File: config.mk
export PLATFORM = sky130hd
export DESIGN_NAME = iss_ctrl
export DESIGN_NICKNAME = d
export VERILOG_FILES = /design/src/hdl/iss_pkg.sv /design/src/hdl/iss_ctrl.sv
export SDC_FILE = /design/constraint.sdc
export NUM_CORES = 1
export LEC_CHECK = 0
export BUFFER_PORTS_ARGS = -buffer_cell sky130_fd_sc_hd__buf_2
export CAP_MARGIN = 20
export CORE_AREA = 2 2 39 41
export CTS_BUF_LIST = sky130_fd_sc_hd__clkbuf_8 sky130_fd_sc_hd__clkbuf_16
export DETAILED_ROUTE_END_ITERATION = 8
export DIE_AREA = 0 0 41 43
export PLACE_DENSITY = 0.68
export SLEW_MARGIN = 20
export SYNTH_ARGS = -nofsm -noshare
export SYNTH_HDL_FRONTEND = slang
export SYNTH_SLANG_ARGS = --single-unit
File: constraint.sdc
create_clock -name i_clk -period 1.2 [get_ports i_clk]
set_input_delay 0.18 -clock i_clk [delete_from_list [all_inputs] [get_ports i_clk]]
set_output_delay 0.18 -clock i_clk [all_outputs]
set_load 0.02 [all_outputs]
File: src/hdl/iss_pkg.sv
// Package for the integer stack with search: field widths, request and
// status codes, controller states and the command/status structs.
// No dependencies.
`timescale 1ns / 1ps
`default_nettype none

package iss_pkg;

    localparam int DEPTH_DEF = 256;

    localparam int REQ_W    = 3;
    localparam int VALUE_W  = 32;
    localparam int STATUS_W = 2;
    localparam int INDEX_W  = 8;
    localparam int COUNT_W  = 9;
    localparam int CAP_W    = 9;

    localparam logic [CAP_W-1:0] CAP_RESET = 9'd256;

    typedef enum logic [REQ_W-1:0] {
        REQ_PUSH   = 3'd0,
        REQ_POP    = 3'd1,
        REQ_PEEK   = 3'd2,
        REQ_CLEAR  = 3'd3,
        REQ_SEARCH = 3'd4
    } t_req;

    typedef enum logic [STATUS_W-1:0] {
        ST_OK       = 2'd0,
        ST_FULL     = 2'd1,
        ST_EMPTY    = 2'd2,
        ST_NOTFOUND = 2'd3
    } t_status;

    typedef enum logic [1:0] {
        S_IDLE,
        S_READ_POP,
        S_READ_PEEK,
        S_SCAN
    } t_state;

    // Source of the data and index fields of a result
    typedef enum logic [1:0] {
        RES_PLAIN,
        RES_RDDATA,
        RES_FOUND
    } t_res_sel;

    typedef struct packed {
        logic     capture;     // latch the search target
        logic     ram_wr;      // write the pushed word at the top
        logic     rd_top;      // read the top entry, start the scan index there
        logic     rd_next;     // read the entry below the scan index
        logic     count_inc;
        logic     count_dec;
        logic     count_clr;
        logic     res_load;
        t_res_sel res_sel;
        t_status  res_status;
    } t_cmd;

    typedef struct packed {
        logic empty;    // no entries held
        logic full;     // count has reached the effective capacity
        logic match;    // read word equals the search target
        logic idx_zero; // scan index is at the bottom entry
    } t_sts;

endpackage

`default_nettype wire

File: src/hdl/iss_ctrl.sv
// Controller for the integer stack: sequences each request, drives the
// datapath commands and owns the input stall and output valid.
// Depends on iss_pkg.
`timescale 1ns / 1ps
`default_nettype none

module iss_ctrl (
    input  wire logic                      i_clk,
    input  wire logic                      i_rst_n,
    input  wire logic                      i_in_valid,
    output logic                           o_in_stall,
    input  wire logic [iss_pkg::REQ_W-1:0] i_req_type,
    output logic                           o_out_valid,
    input  wire logic                      i_out_stall,
    input  wire iss_pkg::t_sts             i_sts,
    output iss_pkg::t_cmd                  o_cmd
);

    iss_pkg::t_state r_state;
    iss_pkg::t_state n_state;
    logic            r_out_valid;
    logic            n_out_valid;
    logic            w_out_free;
    logic            w_accept;
    iss_pkg::t_req   w_req;

    assign w_req      = iss_pkg::t_req'(i_req_type);
    assign w_out_free = !r_out_valid || !i_out_stall;
    assign w_accept   = (r_state == iss_pkg::S_IDLE) && i_in_valid && w_out_free;
    assign o_in_stall = !((r_state == iss_pkg::S_IDLE) && w_out_free);

    // Next state
    always_comb begin
        n_state = r_state;
        unique case (r_state)
            iss_pkg::S_IDLE: begin
                if (w_accept) begin
                    unique case (w_req)
                        iss_pkg::REQ_POP: begin
                            if (!i_sts.empty) n_state = iss_pkg::S_READ_POP;
                        end
                        iss_pkg::REQ_PEEK: begin
                            if (!i_sts.empty) n_state = iss_pkg::S_READ_PEEK;
                        end
                        iss_pkg::REQ_SEARCH: begin
                            if (!i_sts.empty) n_state = iss_pkg::S_SCAN;
                        end
                        default: n_state = iss_pkg::S_IDLE;
                    endcase
                end
            end
            iss_pkg::S_READ_POP,
            iss_pkg::S_READ_PEEK: n_state = iss_pkg::S_IDLE;
            iss_pkg::S_SCAN: begin
                if (i_sts.match || i_sts.idx_zero) n_state = iss_pkg::S_IDLE;
            end
            default: n_state = iss_pkg::S_IDLE;
        endcase
    end

    // Commands
    always_comb begin
        o_cmd            = '0;
        o_cmd.res_sel    = iss_pkg::RES_PLAIN;
        o_cmd.res_status = iss_pkg::ST_OK;
        unique case (r_state)
            iss_pkg::S_IDLE: begin
                if (w_accept) begin
                    unique case (w_req)
                        iss_pkg::REQ_PUSH: begin
                            o_cmd.res_load = 1'b1;
                            if (i_sts.full) begin
                                o_cmd.res_status = iss_pkg::ST_FULL;
                            end else begin
                                o_cmd.ram_wr    = 1'b1;
                                o_cmd.count_inc = 1'b1;
                            end
                        end
                        iss_pkg::REQ_POP,
                        iss_pkg::REQ_PEEK: begin
                            if (i_sts.empty) begin
                                o_cmd.res_load   = 1'b1;
                                o_cmd.res_status = iss_pkg::ST_EMPTY;
                            end else begin
                                o_cmd.rd_top = 1'b1;
                            end
                        end
                        iss_pkg::REQ_CLEAR: begin
                            o_cmd.count_clr = 1'b1;
                            o_cmd.res_load  = 1'b1;
                        end
                        iss_pkg::REQ_SEARCH: begin
                            o_cmd.capture = 1'b1;
                            if (i_sts.empty) begin
                                o_cmd.res_load   = 1'b1;
                                o_cmd.res_status = iss_pkg::ST_NOTFOUND;
                            end else begin
                                o_cmd.rd_top = 1'b1;
                            end
                        end
                        // Unknown request: report state, change nothing
                        default: o_cmd.res_load = 1'b1;
                    endcase
                end
            end
            iss_pkg::S_READ_POP: begin
                o_cmd.res_load  = 1'b1;
                o_cmd.res_sel   = iss_pkg::RES_RDDATA;
                o_cmd.count_dec = 1'b1;
            end
            iss_pkg::S_READ_PEEK: begin
                o_cmd.res_load = 1'b1;
                o_cmd.res_sel  = iss_pkg::RES_RDDATA;
            end
            iss_pkg::S_SCAN: begin
                if (i_sts.match) begin
                    o_cmd.res_load = 1'b1;
                    o_cmd.res_sel  = iss_pkg::RES_FOUND;
                end else if (i_sts.idx_zero) begin
                    o_cmd.res_load   = 1'b1;
                    o_cmd.res_status = iss_pkg::ST_NOTFOUND;
                end else begin
                    o_cmd.rd_next = 1'b1;
                end
            end
            default: o_cmd.res_load = 1'b0;
        endcase
    end

    // Hold a stalled result, raise valid when a new one is loaded
    assign n_out_valid = (r_out_valid && i_out_stall) || o_cmd.res_load;
    assign o_out_valid = r_out_valid;

    always_ff @(posedge i_clk) begin
        if (!i_rst_n) begin
            r_state     <= iss_pkg::S_IDLE;
            r_out_valid <= 1'b0;
        end else begin
            r_state     <= n_state;
            r_out_valid <= n_out_valid;
        end
    end

    a_no_overwrite: assert property (@(posedge i_clk) disable iff (!i_rst_n)
        (r_out_valid && i_out_stall) |-> !o_cmd.res_load)
        else $error("result loaded over a stalled transaction");

    a_read_one_cycle: assert property (@(posedge i_clk) disable iff (!i_rst_n)
        (r_state == iss_pkg::S_READ_POP || r_state == iss_pkg::S_READ_PEEK)
        |=> (r_state == iss_pkg::S_IDLE))
        else $error("pop or peek did not finish after one read");

    a_busy_stalls: assert property (@(posedge i_clk) disable iff (!i_rst_n)
        (r_state != iss_pkg::S_IDLE) |-> o_in_stall)
        else $error("input not stalled while a request is in progress");

endmodule

`default_nettype wire

==> impl_metrics.ini <==
[sta]
hold_viol_final = 0
final.min_clock_period_ps = 1590
maxSlewHeadroom_pct = 70.9
skew_ps = 0.688
rsz0062_at_grt = yes
period_share_pct = 133
fmax_ghz = 0.627
tightest_slew_ps = 434
layout_setup_ws_ps = -395
setup_viol = 16
drv_slew = 0

[synthesis]
synth_top_area_share_pct = 12.7
synth_cell_types = 31
synth_warnings = 0
synth_seq_cells = 3
avgSynthCellArea_um2 = 7.77
netlist_instances = 61
synth.cell_area_um2 = 474
synth_edf_count = 0
synth_nets = 76
synth_seq_area_share_pct = 12.7
synth_top_cell_by_area = dfxtp_1
synth_area_leaders = dfxtp_1 (13%), ha_1 (11%), xnor2_1 (5.5%)
synthFlopType = dfxtp_1
synthArstFlopShare_pct = 0

[grt]
overflow = 0
grt_max_degree = 10
grt_pass1_wl_um = 2390
first_global_vias = 581
antenna_found_initial = 0
grtUsageTotal_pct = 20.3

[clock_network]
clk_pin_slew_ps = 30
cts_tree = yes
cts_inserted_buffers = 3
clkSinkCount = 3
root_buffer = clkbuf_8
clk_path_buf_depth = 2
cts_max_level = 1
insertion_delay_ps = 220

[drt]
wl_per_cell_um = 14.2
vias_per_cell = 5.26
drt_iter0_drc = 15
vias = 657
antenna_left = 0
firstDrtPassIters = 4
drc = 0
wirelength_um = 1780

[power_and_ir_drop]
p_per_area_nw_per_um2 = 913
p_seq_share_pct = 13.0
netSwitchingPower_uw = 370
finalPower_uw = 991
p_sw_share_pct = 37.4
p_clk_share_pct = 30.3
power_leakage_nw = 0.482
p_int_uw = 620
ir_drop_v = 0.000805
combPwrFrac_pct = 56.7

[floorplan]
die_h_um = 43
core_area_um2 = 1380
dieArea_um2 = 1760
start_util_pct = 34.3
io_pins = 25
die_w_um = 41
rows = 14

[run]
cap_violations = 0

[layout]
antenna_cells = 0
nets = 125
syn2layout_area_growth_pct = 129
layout_commonest_cell = buf_4
layout_common_cells = buf_4 (20), buf_6 (18), buf_2 (11), inv_1 (4)
drive_gt1_share_pct = 75.2
stdcell_count = 125

[placed_design]
io_buffers = 24
routabilityCongestion = 0.788
post-place-cells = 111
dp_hpwl_um = 1070
dp_slack_ps = -236

[setup_path]
r2r_start = r_state[0]$_SDFFE_PN0P_
startpoint = r_state[1]$_SDFFE_PN0P_
cp-end-kind = output pin
arrival_ps = 1410
ff2ff_path_depth = 7
critPathKind = reg2out
required_ps = 1020
worst_setup_path_start_kind = flip-flop
crit_fanout = 3

[status]
violations = setup timing
status = complete, but fails checks

[min_path]
hold_path.startpoint = i_rst_n
worstHoldPathType = in2reg
whs_path_depth = 2
==> routing by layer <==
| layer | up-vias | global-route usage, % | part of all wire (%) |
|---|---|---|---|
| met5 | - | 0 | 0 |
| met4 | 0 | 9.33 | 0.79 |
| met3 | 3 | 3.66 | 3.9 |
| met2 | 23 | 34.4 | 55 |
| met1 | 314 | 22.9 | 40 |
| li1 | 317 | - | - |
==> synth_stat cells, types with 2 or more instances <==
cell type,number
nand3_1,4
o21a_1,3
nor3_1,4
ha_1,4
xnor2_1,3
and3_1,2
buf_6,2
nor3b_1,2
nand2_1,4
o211ai_1,2
nand4b_1,2
dfxtp_1,3
inv_1,6
buf_4,2
a32oi_1,2
==> cell type report <==
class	count	area, um^2
Tap cell	16	20.0
Sequential cell	3	68.8
Fill cell	84	299
Multi-Input combinational cell	47	515
Clock inverter	1	3.75
Clock buffer	3	41.3
Timing Repair Buffer	49	408
Inverter	6	27.5
==> stage by stage <==
| step | cell area (um^2) | TNS [ps] | hold WS, ps | util [%] |
|---|---|---|---|---|
| floorplan | 596 | -719 | 398 | - |
| global placement | 796 | -1310 | 469 | 57.5 |
| detailed placement | 796 | -1430 | 475 | 57.5 |
| CTS | 1010 | -3430 | 251 | 72.9 |
| global route | 1080 | -4920 | 261 | 78.4 |
| finish | 1080 | -4280 | 252 | 78.4 |
==> path summary, 6_finish.rpt <==
path,to,slack [ps]
worst max-delay path,o_cmd[0],-390
worst min-delay path,o_out_valid$_SDFF_PN0_,250
worst max register to register,r_state[1]$_SDFFE_PN0P_,-290
worst min register to register,o_out_valid$_SDFF_PN0_,620
==> sequential cells by signal (all words and copies together), names as in the netlist <==
signal / cells
r_state: 2
o_out_valid: 1
==> kinds of logic after synthesis <==
group	Yosys count	synth area share, %
AND/OR/NAND/NOR	25	33.0
AO/OA/AOI/OAI	15	24.8
buffers and inverters	11	13.5
adder cells (fa/ha/maj)	4	10.6
XOR/XNOR	3	5.54
flip-flops	3	12.7
==> critical path, cell delays in order (launching register included) <==
cell	delay, ps
dfxtp_4	350
inv_4	70
ha_4	160
and2_4	180
nand3_2	100
a31oi_4	200
buf_6	130
==> power groups by stage <==
stage / clock [mW] / combinational (mW) / sequential [mW]
finish: 0.301 / 0.562 / 0.129
CTS: 0.297 / 0.494 / 0.131
floorplan: 0 / 0.243 / 0.135
global route: 0.313 / 0.594 / 0.130
global placement: 0 / 0.374 / 0.130
detailed placement: 0 / 0.383 / 0.130
==> what timing repair did <==
item	CTS	global route
buffers inserted	4	7
endpoints found under the setup margin	16	16
hold buffers	0	0
pin swaps	7	5
gates resized for setup	39	8
hold endpoints to repair	0	0
(Power assumes the default switching activity.)
